==> src/rtl/qfhi_pkg.sv <==
// Shared constants, widths and types for the quad face height interpolator.
// No dependencies; every other file imports this package.
package qfhi_pkg;

  localparam int FACE_COUNT   = 1024;
  localparam int WIDEN_FACTOR = 268;
  localparam int FACE_AW      = (FACE_COUNT > 1) ? $clog2(FACE_COUNT) : 1;

  localparam int CW = 16;  // corner and query coordinates
  localparam int WW = 19;  // widened corner coordinates
  localparam int DW = 20;  // edge vectors
  localparam int PW = 40;  // edge products
  localparam int TW = 41;  // numerators and denominator
  localparam int QW = 18;  // quotient bits kept (values below 4.0 in 16.16)

  localparam logic [16:0] ONE_FX = 17'h10000;
  localparam int ZERO_BOT_SUB = 'h8000;
  localparam int MIN_BOT      = 3;

  localparam int GEOM_LAT = 6;
  localparam int OUT_LAT  = 4;
  localparam int LAT      = 1 + GEOM_LAT + QW + OUT_LAT;

  typedef logic signed [CW-1:0] coord_t;

  typedef struct packed {
    coord_t x;
    coord_t y;
    coord_t z;
  } vert_t;

  typedef struct packed {
    logic den_low; // denominator below the minimum
    logic neg_a;
    logic neg_b;
    logic ovf_a;   // quotient at or above 4.0
    logic ovf_b;
  } tri_flags_t;

  typedef struct packed {
    logic [TW-1:0] den;
    logic [TW-1:0] num_a;
    logic [TW-1:0] num_b;
  } tri_div_t;

  typedef struct packed {
    logic              valid;
    logic              face_ok;
    logic              flat;
    logic [3:0][CW-1:0] vy;
    tri_flags_t        t0;
    tri_flags_t        t1;
  } side_t;

endpackage

==> src/rtl/qfhi_div.sv <==
// Pipelined restoring divider, one quotient bit per stage.
// Gives floor(num * 2^16 / den) when num < 4*den. Depends on qfhi_pkg.
module qfhi_div
  import qfhi_pkg::*;
(
  input  logic          clk_i,
  input  logic [TW-1:0] num_i,
  input  logic [TW-1:0] den_i,
  output logic [QW-1:0] quo_o
);

  logic [TW-1:0] rem_q [QW];
  logic [TW-1:0] den_q [QW];
  logic [1:0]    lo_q  [QW];
  logic [QW-1:0] quo_q [QW];

  for (genvar s = 0; s < QW; s++) begin : g_stage
    logic [TW-1:0] rem_in, den_in;
    logic [1:0]    lo_in;
    logic [QW-1:0] quo_in;
    logic [TW:0]   shf, dif;

    if (s == 0) begin : g_first
      // dividend bits: num[TW-1:2] seed the remainder, num[1:0] then zeros
      assign rem_in = {2'b00, num_i[TW-1:2]};
      assign den_in = den_i;
      assign lo_in  = num_i[1:0];
      assign quo_in = '0;
    end else begin : g_next
      assign rem_in = rem_q[s-1];
      assign den_in = den_q[s-1];
      assign lo_in  = lo_q[s-1];
      assign quo_in = quo_q[s-1];
    end

    assign shf = {rem_in, lo_in[1]};
    assign dif = shf - {1'b0, den_in};

    always_ff @(posedge clk_i) begin
      rem_q[s] <= dif[TW] ? shf[TW-1:0] : dif[TW-1:0];
      quo_q[s] <= {quo_in[QW-2:0], ~dif[TW]};
      den_q[s] <= den_in;
      lo_q[s]  <= {lo_in[0], 1'b0};
    end
  end

  assign quo_o = quo_q[QW-1];

endmodule

==> config.mk <==
export PLATFORM = sky130hd
export DESIGN_NAME = qfhi_div
export DESIGN_NICKNAME = d
export VERILOG_FILES = /design/src/rtl/qfhi_pkg.sv /design/src/rtl/qfhi_div.sv
export SDC_FILE = /design/constraint.sdc
export NUM_CORES = 2
export LEC_CHECK = 0
export BUFFER_PORTS_ARGS = -buffer_cell sky130_fd_sc_hd__buf_2
export CAP_MARGIN = 15
export CORE_UTILIZATION = 64
export CTS_CLUSTER_SIZE = 28
export DETAILED_ROUTE_END_ITERATION = 12
export GPL_TIMING_DRIVEN = 0
export PLACE_DENSITY_LB_ADDON = 0.3
export SLEW_MARGIN = 20
export SYNTH_ARGS = -nofsm -noshare
export SYNTH_HDL_FRONTEND = slang
export SYNTH_SLANG_ARGS = --single-unit
==> constraint.sdc <==
create_clock -name clk_i -period 5.1 [get_ports clk_i]
set_clock_uncertainty 0.15 [all_clocks]
set_input_delay 0.255 -clock clk_i [delete_from_list [all_inputs] [get_ports clk_i]]
set_output_delay 0.255 -clock clk_i [all_outputs]
set_load 0.02 [all_outputs]
Word-level counts from Yosys, hierarchy flattened --
Memories as Yosys holds them, arrays and structs flattened. Cells that the tools add are included. W data, S select, Z words.
Cells by class: add/subtract/negate cells 18, multiplexer cells 18, bitwise logic cells 18
Operators by type and width (count):
- $mux W41 | 18
- $sub A42 B41 Y42 | 17
- $sub A40 B41 Y42 | 1
- $not A1 Y1 | 18
Word-level totals: bits in registers 0, RAM bits 1818, input port bits 83, logic and storage cells 58, memories kept 4
Memories:
- den_q | words 18, width 41, rd ports 17, clocked after Yosys merged registers in 0, write ports 18, RTL line qfhi_div.sv:13 | logic [TW-1:0] den_q [QW];
- rem_q | words 18, width 41, rd ports 17, clocked after Yosys merged registers in 0, write ports 18, RTL line qfhi_div.sv:12 | logic [TW-1:0] rem_q [QW];
- quo_q | words 18, width 18, rd ports 18, clocked after Yosys merged registers in 0, write ports 18, RTL line qfhi_div.sv:15 | logic [QW-1:0] quo_q [QW];
- lo_q | words 18, width 1, rd ports 17, clocked after Yosys merged registers in 0, write ports 18, RTL line qfhi_div.sv:14 | logic [1:0] lo_q [QW];

Depth between registers and ports, before layout --
An unclocked memory read counts as a cell.
depth in word-level cells 3, gate-level depth with buffers 16

Least setup slack after synthesis --
Ideal clock, no wire load.
path type reg-to-reg, start memory den_q[8][5], end memory rem_q[9][10], arrival 3.336 ns, path slack 1.493 ns, cell stages (with the launch flop) 15, buffers on the path 1, path through dfxtp_1 > inv_1 > ha_1 > o21ai_0 > a2111oi_0 > o31ai_1 > a2111oi_2 > o21bai_1 > a21oi_1 > o21ai_1 > o221a_4 > o311a_4 > xnor2_4 > buf_6 > mux2_2
RTL lines (RTL line):
- start, declared | qfhi_div.sv:13
- end, declared | qfhi_div.sv:12

==> flow_metrics.py <==
metrics = {
    "synthesis": {
        "netlist_area_um2": 77800,
        "synth_xor_area_frac": 0.0686,
        "synthAdderAreaFrac": 0.120,
        "synth_compound_area_frac": 0.179,
        "synth_flop_cell": "dfxtp_1",
        "avgSynthCellArea_um2": 9.38,
        "yosysWarnings": 0,
        "synthSimpleGateAreaFrac": 0.0994,
        "synth_edf_count": 0,
        "synth_nets": 9122,
        "synth_cell_types": 88,
        "synth_seq_cells": 1566,
        "synth_mux_area_frac": 0.0763,
        "synth_top_family_by_area": "compound AO/OA/AOI/OAI gates",
        "postSynthCellCount": 8301,
        "ys_seq_area_frac": 0.403,
        "async_flop_share": 0,
    },
    "power_and_ir_drop": {
        "total_power_mw": 67.9,
        "peakVddDrop_mv": 0.499,
        "power_density_nw_per_um2": 773,
        "power.leakage_nw": 41.7,
    },
    "worst_setup_path": {
        "crit_path_end_kind": "register",
        "worst-path-max-fanout": 10,
        "startpoint_type": "primary input",
        "critPathRequiredTime_ns": 5.62,
        "worst-setup-path-type": "primary input to register",
        "crit_arrival_ns": 5.63,
    },
    "floorplanning": {
        "design.portCount": 101,
        "die_w_um": 351,
        "dieHeight_um": 351,
        "row_count": 127,
        "die-area_um2": 123000,
        "coreArea_um2": 120000,
        "initial_core_util": 0.647,
    },
    "outcome": {
        "failed_checks": "negative hold slack, negative setup slack",
        "status": "finished, violations left",
    },
    "cts": {
        "cts_sinks": 1566,
        "tritoncts": "done",
        "cts_buffer_depth": 3,
        "clk_latency_ns": 0.82,
        "path_clk_slew_ns": 0.06,
        "h-tree-depth": 4,
        "root_buffer": "clkbuf_16",
        "numCtsBuffers": 160,
    },
    "timing": {
        "post-route-min-period_ns": 5.11,
        "fin_setup_tns_ns": -0.0155,
        "finalWorstSetupSlack_ns": -0.00687,
        "rsz0062_at_grt": "false",
        "fmax_ghz": 0.196,
        "fin_crit_sh": 1.00,
        "hold_violations": 1,
        "slew_headroom": 0.237,
        "timing.hold.ws_ns": -0.426,
        "setup_viol": 3,
        "tightest_slew_ns": 1.13,
        "maxSlewViolCount": 0,
    },
    "global_routing": {
        "grt_pass1_wl_um": 303000,
        "grt_pass1_vias": 62312,
        "antenna_found_initial": 0,
        "grt_max_degree": 17,
        "grtUsageTotal": 0.306,
        "gr-total-overflow": 0,
    },
    "final_layout": {
        "nets": 9532,
        "drive_above_1_share": 0.116,
        "area_growth_pct": 12.9,
        "layoutNonFillerInstCount": 10457,
    },
    "routing": {
        "routed-via-count": 60003,
        "vias_per_cell": 5.74,
        "dr.pass1.iters": 7,
        "ant_nets": 0,
        "wire_per_inst_um": 18.2,
        "drt_iter0_markers": 3266,
        "drc_errors": 0,
        "routed_wl_um": 190000,
    },
    "hold_path": {
        "hold_path_class": "primary input to register",
    },
    "placement": {
        "portBuffers": 100,
        "hpwl_um": 141000,
        "gp_congestion": 0.943,
        "place_inst": 10016,
    },
    "job": {
        "drv_cap": 0,
    },
}
per-stage QoR:
stage | setup slack (ns) | util | instance area (um^2)
after detailed placement | -1.15 | 0.669 | 80400
after floorplan | 1.49 | - | 77800
final | -0.00687 | 0.731 | 87900
after global placement | -1.06 | 0.668 | 80400
after global routing | 0.0106 | 0.731 | 87900
after CTS | 0.0400 | 0.729 | 87700
synth_stat cells, types with 115 or more instances:
library cell,number,area share
xor2_1,211,0.024
o21ai_0,452,0.029
nor2_1,355,0.017
nand2_1,468,0.023
nor2b_1,116,0.0093
a21oi_1,637,0.041
xnor2_1,392,0.044
nand3_1,133,0.0086
dfxtp_1,1566,0.40
a21o_1,424,0.041
nand2b_1,115,0.0092
clkbuf_1,121,0.0058
mux2_2,496,0.072
ha_1,721,0.12
inv_1,906,0.044
flip-flops by register name, indices dropped and copies added, names as in the netlist:
signal and count:
den_q 697, lo_q 1, quo_q 171, rem_q 697
cell families (layout without fill, tap and decap cells):
logic type	Yosys count	after routing
multiplexers	531	531
AO/OA/AOI/OAI	2184	2184
buffers and inverters	1085	1627
XOR/XNOR	606	606
other	0	2
AND/OR/NAND/NOR	1591	1591
flip-flops	1566	1566
adder cells (fa/ha/maj)	738	738
critical path: stages:
cell,delay [ns]
dlygate4sd3_1,0.53
buf_2,0.13
inv_1,0.05
ha_1,0.37
a21oi_1,0.17
o21ai_0,0.08
a41oi_1,0.36
a21boi_0,0.22
o21ai_0,0.53
a21oi_1,0.26
o21ai_0,0.46
a31oi_1,0.29
a21oi_2,0.57
clkbuf_2,0.43
mux2_2,0.37
dlygate4sd3_1,0.55
layout make-up:
type,instances,area (um^2)
sequential,1566,31400
antenna,2,5.00
inverter,907,3410
timing repair buffer,249,2000
buffer,177,821
clock inverter,84,1230
multi-input combinational,5650,42500
fill,8603,32400
clock buffer,210,4570
tap,1612,2020
where the power goes:
part / internal (mW) / switching, mW
Sequential: 16.4 / 2.02
Clock: 7.55 / 4.99
Combinational: 16.8 / 20.1
Total: 40.8 / 27.1
path summary, 6_finish.rpt:
path / from / end / slack [ns] / cells past startpoint
worst min-delay path: num_i[15] / rem_q[0][14] / -0.43 / 3
worst max register to register: den_q[6][1] / rem_q[7][37] / 0.07 / 15
worst max-delay path: den_i[10] / rem_q[0][12] / -0.007 / 16
worst min register to register: quo_q[9][4] / quo_q[10][5] / 0.17 / 0
metal layers:
| metal | global-route usage | up-vias | share of wire | wire length [um] |
|---|---|---|---|---|
| met5 | 0 | - | 0 | 0 |
| met4 | 0.224 | 0 | 0.078 | 14900 |
| met3 | 0.0393 | 700 | 0.031 | 5960 |
| met2 | 0.613 | 1586 | 0.54 | 102000 |
| met1 | 0.275 | 27985 | 0.35 | 67100 |
| li1 | - | 29732 | - | - |
layout by cell type (no fill, tap or decap), types with 52 or more instances in the layout:
| master | n |
|---|---|
| a21oi_1 | 635 |
| nor3_1 | 84 |
| nor2_1 | 355 |
| dfxtp_1 | 1566 |
| nand2b_1 | 115 |
| xnor2_1 | 388 |
| o21a_1 | 110 |
| dlygate4sd3_1 | 142 |
| clkbuf_16 | 162 |
| buf_2 | 133 |
| nor2b_1 | 116 |
| o21ai_0 | 450 |
| mux2_2 | 496 |
| a21o_1 | 424 |
| nand2_1 | 468 |
| inv_1 | 906 |
| nand4_1 | 78 |
| o21bai_1 | 95 |
| a31oi_1 | 79 |
| nand3_1 | 133 |
| clkbuf_1 | 121 |
| xor2_1 | 205 |
| and3_1 | 67 |
| and2_1 | 52 |
| ha_1 | 721 |
what timing repair did:
item	CTS	global route
endpoints found under the hold margin	83	8
resized for setup	23	35
buffers inserted	2	2
pin swaps	1	2
hold buffers	131	11
gates cloned	0	0
setup endpoints to repair	251	192
(Power assumes the default switching activity.)
