===== src/rtl/qfhi_pkg.sv =====
// Shared constants, widths and types for the quad face height interpolator.
// No dependencies; every other file imports this package.
package qfhi_pkg;

  localparam int FACE_COUNT   = 1024;
  localparam int WIDEN_FACTOR = 268;
  localparam int FACE_AW      = (FACE_COUNT > 1) ? $clog2(FACE_COUNT) : 1;

  localparam int CW = 16;  // corner and query coordinates
  localparam int WW = 19;  // widened corner coordinates
  localparam int DW = 20;  // edge vectors
  localparam int PW = 40;  // edge products
  localparam int TW = 41;  // numerators and denominator
  localparam int QW = 18;  // quotient bits kept (values below 4.0 in 16.16)

  localparam logic [16:0] ONE_FX = 17'h10000;
  localparam int ZERO_BOT_SUB = 'h8000;
  localparam int MIN_BOT      = 3;

  localparam int GEOM_LAT = 6;
  localparam int OUT_LAT  = 4;
  localparam int LAT      = 1 + GEOM_LAT + QW + OUT_LAT;

  typedef logic signed [CW-1:0] coord_t;

  typedef struct packed {
    coord_t x;
    coord_t y;
    coord_t z;
  } vert_t;

  typedef struct packed {
    logic den_low; // denominator below the minimum
    logic neg_a;
    logic neg_b;
    logic ovf_a;   // quotient at or above 4.0
    logic ovf_b;
  } tri_flags_t;

  typedef struct packed {
    logic [TW-1:0] den;
    logic [TW-1:0] num_a;
    logic [TW-1:0] num_b;
  } tri_div_t;

  typedef struct packed {
    logic              valid;
    logic              face_ok;
    logic              flat;
    logic [3:0][CW-1:0] vy;
    tri_flags_t        t0;
    tri_flags_t        t1;
  } side_t;

endpackage


===== src/rtl/qfhi_interp.sv =====
// Output pipeline: clamp alpha/beta, pick triangle or fallback corner,
// interpolate the height and saturate. Depends on qfhi_pkg.
module qfhi_interp
  import qfhi_pkg::*;
(
  input  logic          clk_i,
  input  logic          rst_ni,
  input  side_t         side_i,
  input  logic [QW-1:0] q0a_i,
  input  logic [QW-1:0] q0b_i,
  input  logic [QW-1:0] q1a_i,
  input  logic [QW-1:0] q1b_i,
  output logic          done_o,
  output coord_t        height_o,
  output logic          on_face_o
);

  // returns {cleared, value}
  function automatic logic [17:0] clamp_fx(input logic neg, input logic ovf,
                                           input logic [QW-1:0] q);
    logic       clr;
    logic [16:0] v;
    if (neg) begin
      v   = '0;
      clr = ovf || (q != '0);
    end else if (ovf || (q > QW'(ONE_FX))) begin
      v   = ONE_FX;
      clr = 1'b1;
    end else begin
      v   = q[16:0];
      clr = 1'b0;
    end
    return {clr, v};
  endfunction

  logic [OUT_LAT-2:0] vld_q;

  // stage 1: clamp
  side_t       s1_side_q;
  logic [16:0] s1_al_q [2];
  logic [16:0] s1_be_q [2];
  logic        s1_clr_q [2];
  logic        s1_gt_q [2];

  always_ff @(posedge clk_i) begin
    logic [17:0] ca, cb;
    logic [QW-1:0] qa, qb;
    tri_flags_t f;
    for (int t = 0; t < 2; t++) begin
      f  = (t == 0) ? side_i.t0 : side_i.t1;
      qa = (t == 0) ? q0a_i : q1a_i;
      qb = (t == 0) ? q0b_i : q1b_i;
      ca = clamp_fx(f.neg_a, f.ovf_a, qa);
      cb = clamp_fx(f.neg_b, f.ovf_b, qb);
      s1_al_q[t]  <= ca[16:0];
      s1_be_q[t]  <= cb[16:0];
      s1_clr_q[t] <= ca[17] | cb[17];
      s1_gt_q[t]  <= ({1'b0, ca[16:0]} + {1'b0, cb[16:0]}) > {1'b0, ONE_FX};
    end
    s1_side_q <= side_i;
  end

  // stage 2: choose the result path
  logic                 s2_interp_q, s2_on_q;
  coord_t               s2_base_q;
  logic [16:0]          s2_al_q, s2_be_q;
  logic signed [CW:0]   s2_di_q, s2_dj_q;

  always_ff @(posedge clk_i) begin
    int o, i, j;
    logic use1;
    use1 = s1_gt_q[0];
    o = use1 ? 3 : 0;
    i = use1 ? 2 : 1;
    j = use1 ? 1 : 2;
    s2_al_q <= use1 ? s1_al_q[1] : s1_al_q[0];
    s2_be_q <= use1 ? s1_be_q[1] : s1_be_q[0];
    s2_di_q <= (CW+1)'($signed(s1_side_q.vy[i])) - (CW+1)'($signed(s1_side_q.vy[o]));
    s2_dj_q <= (CW+1)'($signed(s1_side_q.vy[j])) - (CW+1)'($signed(s1_side_q.vy[o]));
    s2_interp_q <= 1'b0;
    if (!s1_side_q.face_ok) begin
      s2_base_q <= '0;
      s2_on_q   <= 1'b0;
    end else if (s1_side_q.flat || s1_side_q.t0.den_low) begin
      s2_base_q <= s1_side_q.vy[0];
      s2_on_q   <= 1'b1;
    end else if (!s1_gt_q[0]) begin
      s2_base_q   <= s1_side_q.vy[0];
      s2_on_q     <= !s1_clr_q[0];
      s2_interp_q <= 1'b1;
    end else if (s1_side_q.t1.den_low) begin
      s2_base_q <= s1_side_q.vy[3];
      s2_on_q   <= !s1_clr_q[0];
    end else if (s1_gt_q[1]) begin
      s2_base_q <= s1_side_q.vy[1];
      s2_on_q   <= 1'b0;
    end else begin
      s2_base_q   <= s1_side_q.vy[3];
      s2_on_q     <= !(s1_clr_q[0] | s1_clr_q[1]);
      s2_interp_q <= 1'b1;
    end
  end

  // stage 3: weight products
  logic                s3_interp_q, s3_on_q;
  coord_t              s3_base_q;
  logic signed [34:0]  s3_pa_q, s3_pb_q;

  always_ff @(posedge clk_i) begin
    s3_pa_q     <= $signed({1'b0, s2_al_q}) * s2_di_q;
    s3_pb_q     <= $signed({1'b0, s2_be_q}) * s2_dj_q;
    s3_base_q   <= s2_base_q;
    s3_on_q     <= s2_on_q;
    s3_interp_q <= s2_interp_q;
  end

  // stage 4: sum in 8.8, back to integer, saturate
  logic signed [28:0] y_d, ys_d;
  coord_t             h_d;
  coord_t             height_q;
  logic               on_q;

  always_comb begin
    y_d  = (29'(s3_base_q) <<< 8) + 29'(s3_pa_q >>> 8) + 29'(s3_pb_q >>> 8);
    ys_d = y_d >>> 8;
    if (!s3_interp_q) begin
      h_d = s3_base_q;
    end else if (ys_d > 29'sd32767) begin
      h_d = 16'sh7fff;
    end else if (ys_d < -29'sd32768) begin
      h_d = 16'sh8000;
    end else begin
      h_d = ys_d[CW-1:0];
    end
  end

  always_ff @(posedge clk_i) begin
    height_q <= h_d;
    on_q     <= s3_on_q;
  end

  always_ff @(posedge clk_i or negedge rst_ni) begin
    if (!rst_ni) begin
      vld_q  <= '0;
      done_o <= 1'b0;
    end else begin
      vld_q  <= {vld_q[OUT_LAT-3:0], side_i.valid};
      done_o <= vld_q[OUT_LAT-2];
    end
  end

  assign height_o  = height_q;
  assign on_face_o = on_q;

endmodule


===== config.mk =====
export PLATFORM = sky130hd
export DESIGN_NAME = qfhi_interp
export DESIGN_NICKNAME = d
export VERILOG_FILES = /design/src/rtl/qfhi_pkg.sv /design/src/rtl/qfhi_interp.sv
export SDC_FILE = /design/constraint.sdc
export NUM_CORES = 2
export LEC_CHECK = 0
export BUFFER_PORTS_ARGS = -buffer_cell sky130_fd_sc_hd__buf_2
export CAP_MARGIN = 20
export CELL_PAD_IN_SITES_DETAIL_PLACEMENT = 0
export CELL_PAD_IN_SITES_GLOBAL_PLACEMENT = 1
export CORE_MARGIN = 4
export CORE_UTILIZATION = 50
export CTS_CLUSTER_DIAMETER = 120
export DETAILED_ROUTE_END_ITERATION = 8
export PLACE_DENSITY = 0.91
export SKIP_LAST_GASP = 1
export SLEW_MARGIN = 0
export SYNTH_ARGS = -nofsm -noshare
export SYNTH_HDL_FRONTEND = slang
export SYNTH_SLANG_ARGS = --single-unit

===== constraint.sdc =====
create_clock -name clk_i -period 8.3 [get_ports clk_i]
set_clock_uncertainty 0.2 [all_clocks]
set_input_delay 2.075 -clock clk_i [delete_from_list [all_inputs] [get_ports clk_i]]
set_output_delay 2.075 -clock clk_i [all_outputs]
set_load 0.005 [all_outputs]

# Yosys cells after proc, flatten, opt, wreduce, memory -nomap -nowiden
# Memories as Yosys holds them, arrays and structs flattened.
# Index checks and enable logic that the tools add are counted.
# classes
n_reduce_logical	16
shifts	0
eq_ne	0
div_mod_pow	0
mul	2
addsub	6
bitwise_logic	4
muxes	44
order_cmp	11
# op_table
cell	n
$mux 16	13
$mux 17	10
$gt 18x17->1 const B	6
$bmux 16 s2	3
$reduce_bool 18->1	4
$mul 18x17->35	2
$add 17x17->18	2
$sub 16x16->17	2
$add 28x27->29	1
$add 24x27->28	1
$gt 21x16->1 const B	1
$lt 21x16->1 const B	1
$mux 1	15
$logic_or 1x1->1	9
$lt 2x3->1 const B	3
$mux 2	3
$or 1x1->1	3
$logic_not 1->1	2
$reduce_or 2->1	1
$not 1->1	1
# word_totals
rom_bits	0
latch_bits	0
mem_count	4
ramBits	72
elab_cells	111
register_bits	263
output_inout_bits	18
inputBits	151
# mem_list
name	depth	width	rd	rd_clocked_by_memory_dff	wr	line	text
s1_al_q	2	17	2	0	2	qfhi_interp.sv:40	logic [16:0] s1_al_q [2];
s1_be_q	2	17	2	0	2	qfhi_interp.sv:41	logic [16:0] s1_be_q [2];
s1_clr_q	2	1	2	0	2	qfhi_interp.sv:42	logic s1_clr_q [2];
s1_gt_q	2	1	2	0	2	qfhi_interp.sv:43	logic s1_gt_q [2];

# Depth between registers and ports, before layout
# logic_depth
ltp_word	6
mapped_depth	26
mapped_depth_nobuf	25

# Worst setup path after synthesis
# Ideal clock, no wire load.
# synth_path
path_kind	reg-to-reg
start	reg s2_dj_q[9]
end	reg s3_pb_q[34]
stages_incl_launch_ff	25
path_slack_ps	1811
period_less_slack_ps	6489
required_ps	7980
arrival_ps	6169
path_buffers	2
setup_ps	120
path_cell_list	dfxtp_1 -> clkbuf_1 -> clkbuf_1 -> nand2_1 -> fa_1 -> inv_1 -> fa_1 -> inv_1 -> fa_1 -> inv_1 -> fa_1 -> fa_1 -> inv_1 -> fa_1 -> inv_1 -> ha_1 -> and3_1 -> a21o_1 -> a22o_1 -> a221o_1 -> a21oi_2 -> o21ai_1 -> a221o_1 -> a21oi_1 -> xnor2_1
# synth_between
elab_chain_cells	1
# synth_lines
item	line	text
start: declaration	qfhi_interp.sv:67	logic signed [CW:0] s2_di_q, s2_dj_q;
start signal: assignment	qfhi_interp.sv:79	s2_dj_q <= (CW+1)'($signed(s1_side_q.vy[j])) - (CW+1)'($signed(s1_side_q.vy[o]));
$mul 18x17->35	qfhi_interp.sv:111	s3_pb_q <= $signed({1'b0, s2_be_q}) * s2_dj_q;
end signal: assignment	qfhi_interp.sv:111	
end: declaration	qfhi_interp.sv:107	logic signed [34:0] s3_pa_q, s3_pb_q;
# No other way between the ends.
# A chain may end at the register's enable or synchronous reset.

# Worst setup path after layout
# layout_path
start	reg s2_be_q[12]
end	reg s3_pb_q[34]
# layout_between
elab_chain_cells	1
# layout_lines
item	line	text
start: declaration	qfhi_interp.sv:66	logic [16:0] s2_al_q, s2_be_q;
start signal: assignment	qfhi_interp.sv:77	s2_be_q <= use1 ? s1_be_q[1] : s1_be_q[0];
$mul 18x17->35	qfhi_interp.sv:111	
# No other way between the ends.

==> run summary <==
Status - complete, no violations
Number of synthesis warnings - 0
GRT Overall Usage - 24.9%
CP max FO - 17
R2R Setup Slk - 1.25 ns
Most used DFF post-synth - dfxtp_1
Starting Density - 50.6%
Row cnt - 92
Max VDD drop - 0.000195 V
# fillers - 5668
Max-Cap Viols - 0
Number of flops mapped to enable cells by yosys - 0
Die H - 261 um
Final setup vio count - 0
Post-synthesis adder-cell area fraction - 43.0%
Hold Path Stages - 0
First-pass GRT wire length - 131000 um
Tightest Pin Transition - 1.03 ns
Syn Std Cell Area - 31900 um^2
Clk pwr share - 19.6%
Post-synthesis simple-gate area fraction - 16.0%
Clk Latency, worst-skew pair - 0.57 ns
Area delta synth->final - 9.56%
Drt pass-1 iters - 5
Hold_sp - s2_base_q[11]$_SDFF_PN0_
Nets - 4427
FFs w/ async S/R, synth - 1.25%
Root buf cell - clkbuf_16
Cell Area, Placed - 33500 um^2
Final worst path period share - 84.9%
# clock sinks - 319
TritonCTS Buffers - 40
H-tree levels - 2
Fmax - 142 MHz
DRC - 0
I/O Pins - 169
Final instance area - 35000 um^2
Post-synth cell types - 75
Arrival @ worst endpoint - 7.31 ns
WHS Endpoint - s3_base_q[11]$_DFF_P_
Congestion Overflow GR - 0
Die Footprint - 67900 um^2
Clock transition at the registers of the reported paths - 0.07 ns
Initial antenna violation count - 2
# port buffers - 168
Post-synthesis register bit count - 319
Leakage - 17.8 nW
Core area - 63100 um^2
Design Power - 9.41 mW
Crit path kind - register to register
Post-synthesis sequential area ratio - 20.1%
Multi-input logic area - 22900 um^2
Placer congestion estimate - 0.948
Register share of total power - 25.6%
Share of cells above drive strength 1 - 10.2%
Routed Antenna Nets - 0
Largest net degree at the start of global routing - 62
Min cycle time layout - 7.05 ns
Combinational share of power - 54.8%
Max Slew Vio Count - 0
Xor/xnor share of the synthesized area - 2.44%
# Post-CTS Setup Buffers - 0
Complex-gate fraction of the synthesized area - 6.78%
Reg2reg end - s3_pb_q[34]$_DFF_P_
Main combinational cell family by area after synthesis - adder cells
Multiplexer share of the synthesized area - 3.58%
WL final - 81900 um
Post_cts resized - 0
Number of DRC markers in iteration 0 - 1388
Syn nets - 4299
Setup TNS - 0 ns
Post-route setup slack - 1.25 ns
Slew HR - 31.1%
CTS tree - yes
Startpoint Class - register
Hold WC Path Type - register to register
WP data required - 8.56 ns
Final Hold Vio Count - 0
Max Buffers Root-to-Sink - 3
Final cell count without fillers - 4339
Via count - 22880
Mapped Cells - 3332
Dpl cells - 4263
Seq. cell area - 6410 um^2
Avg WL per Cell - 18.9 um
Die Wd - 261 um
Critical Path End Type - register
PwrDens - 269 nW/um^2
Post-Place Worst Slack - 1.30 ns
Internal power - 5.15 mW
Reg2reg path depth - 21
Vias in the first global route - 24113
Via density - 5.27
Fin util - 55.4%
RSZ-0062 raised after global routing - false
Worst r2r src - s2_be_q[12]$_DFF_P_
Sw Pwr - 4.27 mW
Post-detail-place hpwl - 67400 um
Switching Fraction - 45.3%
Fin Hold WS - 0.122 ns
Synthesized area per cell - 9.57 um^2
Hold-fix buffers at CTS - 0
critical path: stages (launching register included):
cell,delay [ns]
dfxtp_1,0.74
nand2_1,0.17
fa_1,0.54
fa_1,0.54
fa_1,0.52
inv_1,0.06
fa_1,0.51
fa_1,0.51
inv_1,0.05
fa_1,0.47
inv_1,0.04
ha_1,0.34
a21o_1,0.18
a21o_1,0.18
a21o_1,0.15
a22o_1,0.27
a221o_1,0.37
a21oi_2,0.28
o21ai_1,0.18
a221o_1,0.38
a21oi_1,0.18
xnor2_1,0.08
power groups by stage:
stage | sequential, mW | clock (mW) | combinational [mW]
CTS | 2.40 | 1.88 | 5.16
finish | 2.41 | 1.85 | 5.16
detailed placement | 2.43 | 0 | 5.10
floorplan | 2.03 | 0 | 4.06
global route | 2.45 | 1.94 | 5.85
global placement | 2.42 | 0 | 5.04
cell families (layout without fill, tap and decap cells):
logic type | Yosys count | count (layout)
adder cells (fa/ha/maj) | 816 | 816
flip-flops | 319 | 319
buffers and inverters | 674 | 833
AO/OA/AOI/OAI | 317 | 317
multiplexers | 106 | 106
AND/OR/NAND/NOR | 1011 | 1011
other | 0 | 2
XOR/XNOR | 89 | 89
sequential cells by signal (all words and copies together) (netlist names):
name and flops:
done_o 1, s2_di_q 17, s2_on_q 1, s3_base_q 16
s2_interp_q 1, height_o 16, s3_pb_q 27, s3_pa_q 27
s1_clr_q 2, s1_al_q 34, s2_dj_q 17, s2_be_q 17
s1_be_q 34, s2_base_q 16, s1_gt_q 2, s3_interp_q 1
s3_on_q 1, s1_side_q 68, s2_al_q 17, on_face_o 1
vld_q 3
cell usage after synthesis (10+ instances only):
| library cell | instances | share of area (%) |
|---|---|---|
| nor4_1 | 22 | 0.43 |
| o211a_1 | 16 | 0.50 |
| fa_1 | 469 | 29 |
| a21o_1 | 37 | 0.87 |
| xor2_1 | 19 | 0.52 |
| a21oi_2 | 13 | 0.36 |
| mux2_2 | 65 | 2.3 |
| ha_1 | 347 | 14 |
| a21oi_1 | 73 | 1.1 |
| nand2b_1 | 27 | 0.53 |
| nand2_1 | 352 | 4.1 |
| clkbuf_1 | 88 | 1.0 |
| nand4_1 | 11 | 0.22 |
| nor2_1 | 130 | 1.5 |
| and2_1 | 344 | 6.7 |
| a21boi_0 | 10 | 0.24 |
| o21a_1 | 19 | 0.45 |
| and3_1 | 12 | 0.24 |
| inv_1 | 573 | 6.7 |
| mux2i_1 | 41 | 1.3 |
| nand3_1 | 22 | 0.35 |
| o21ai_0 | 59 | 0.93 |
| xnor2_1 | 70 | 1.9 |
| nor2b_1 | 23 | 0.45 |
| dfxtp_1 | 315 | 20 |
| nor3_1 | 31 | 0.49 |
how the worst max path moves through the flow:
stage                                    from                   to  slack [ns]  cells after the start
after floorplan            s2_dj_q[9]$_DFF_P_  s3_pb_q[34]$_DFF_P_        1.81                     24
after global placement    s2_be_q[12]$_DFF_P_  s3_pb_q[34]$_DFF_P_        1.41                     21
after detailed placement  s2_al_q[11]$_DFF_P_  s3_pa_q[34]$_DFF_P_        1.30                     22
after CTS                 s2_al_q[11]$_DFF_P_  s3_pa_q[34]$_DFF_P_        1.27                     22
after global routing      s2_al_q[12]$_DFF_P_  s3_pa_q[34]$_DFF_P_        0.83                     22
final                     s2_be_q[12]$_DFF_P_  s3_pb_q[34]$_DFF_P_        1.25                     21
metal layers:
layer | wire [um] | global-route usage, %
met1 | 33700 | 32.0
met2 | 39800 | 42.7
met3 | 4430 | 2.91
met4 | 3930 | 10.3
met5 | 0 | 0
layout by cell type, fill, tap and decap left out, types with 27 or more instances in the layout:
cell type,n
clkbuf_16,42
fa_1,469
o21ai_0,59
mux2i_1,41
xnor2_1,70
inv_1,573
a21oi_1,73
dfxtp_1,314
ha_1,347
nor2_1,130
buf_2,168
nand2_1,352
nor3_1,31
a21o_1,37
and2_1,344
nand2b_1,27
mux2_2,65
final cells by class:
cell class / count / share of cell area [%]
inverters: 574 / 6.16
diodes: 2 / 0.0143
clock inverters: 26 / 0.913
multi-input cells: 2339 / 65.6
flip-flops and latches: 319 / 18.3
repair buffers: 186 / 2.79
well taps: 846 / 3.03
clock buffers: 47 / 3.15
Note: power is estimated with default switching activity, not from simulation.
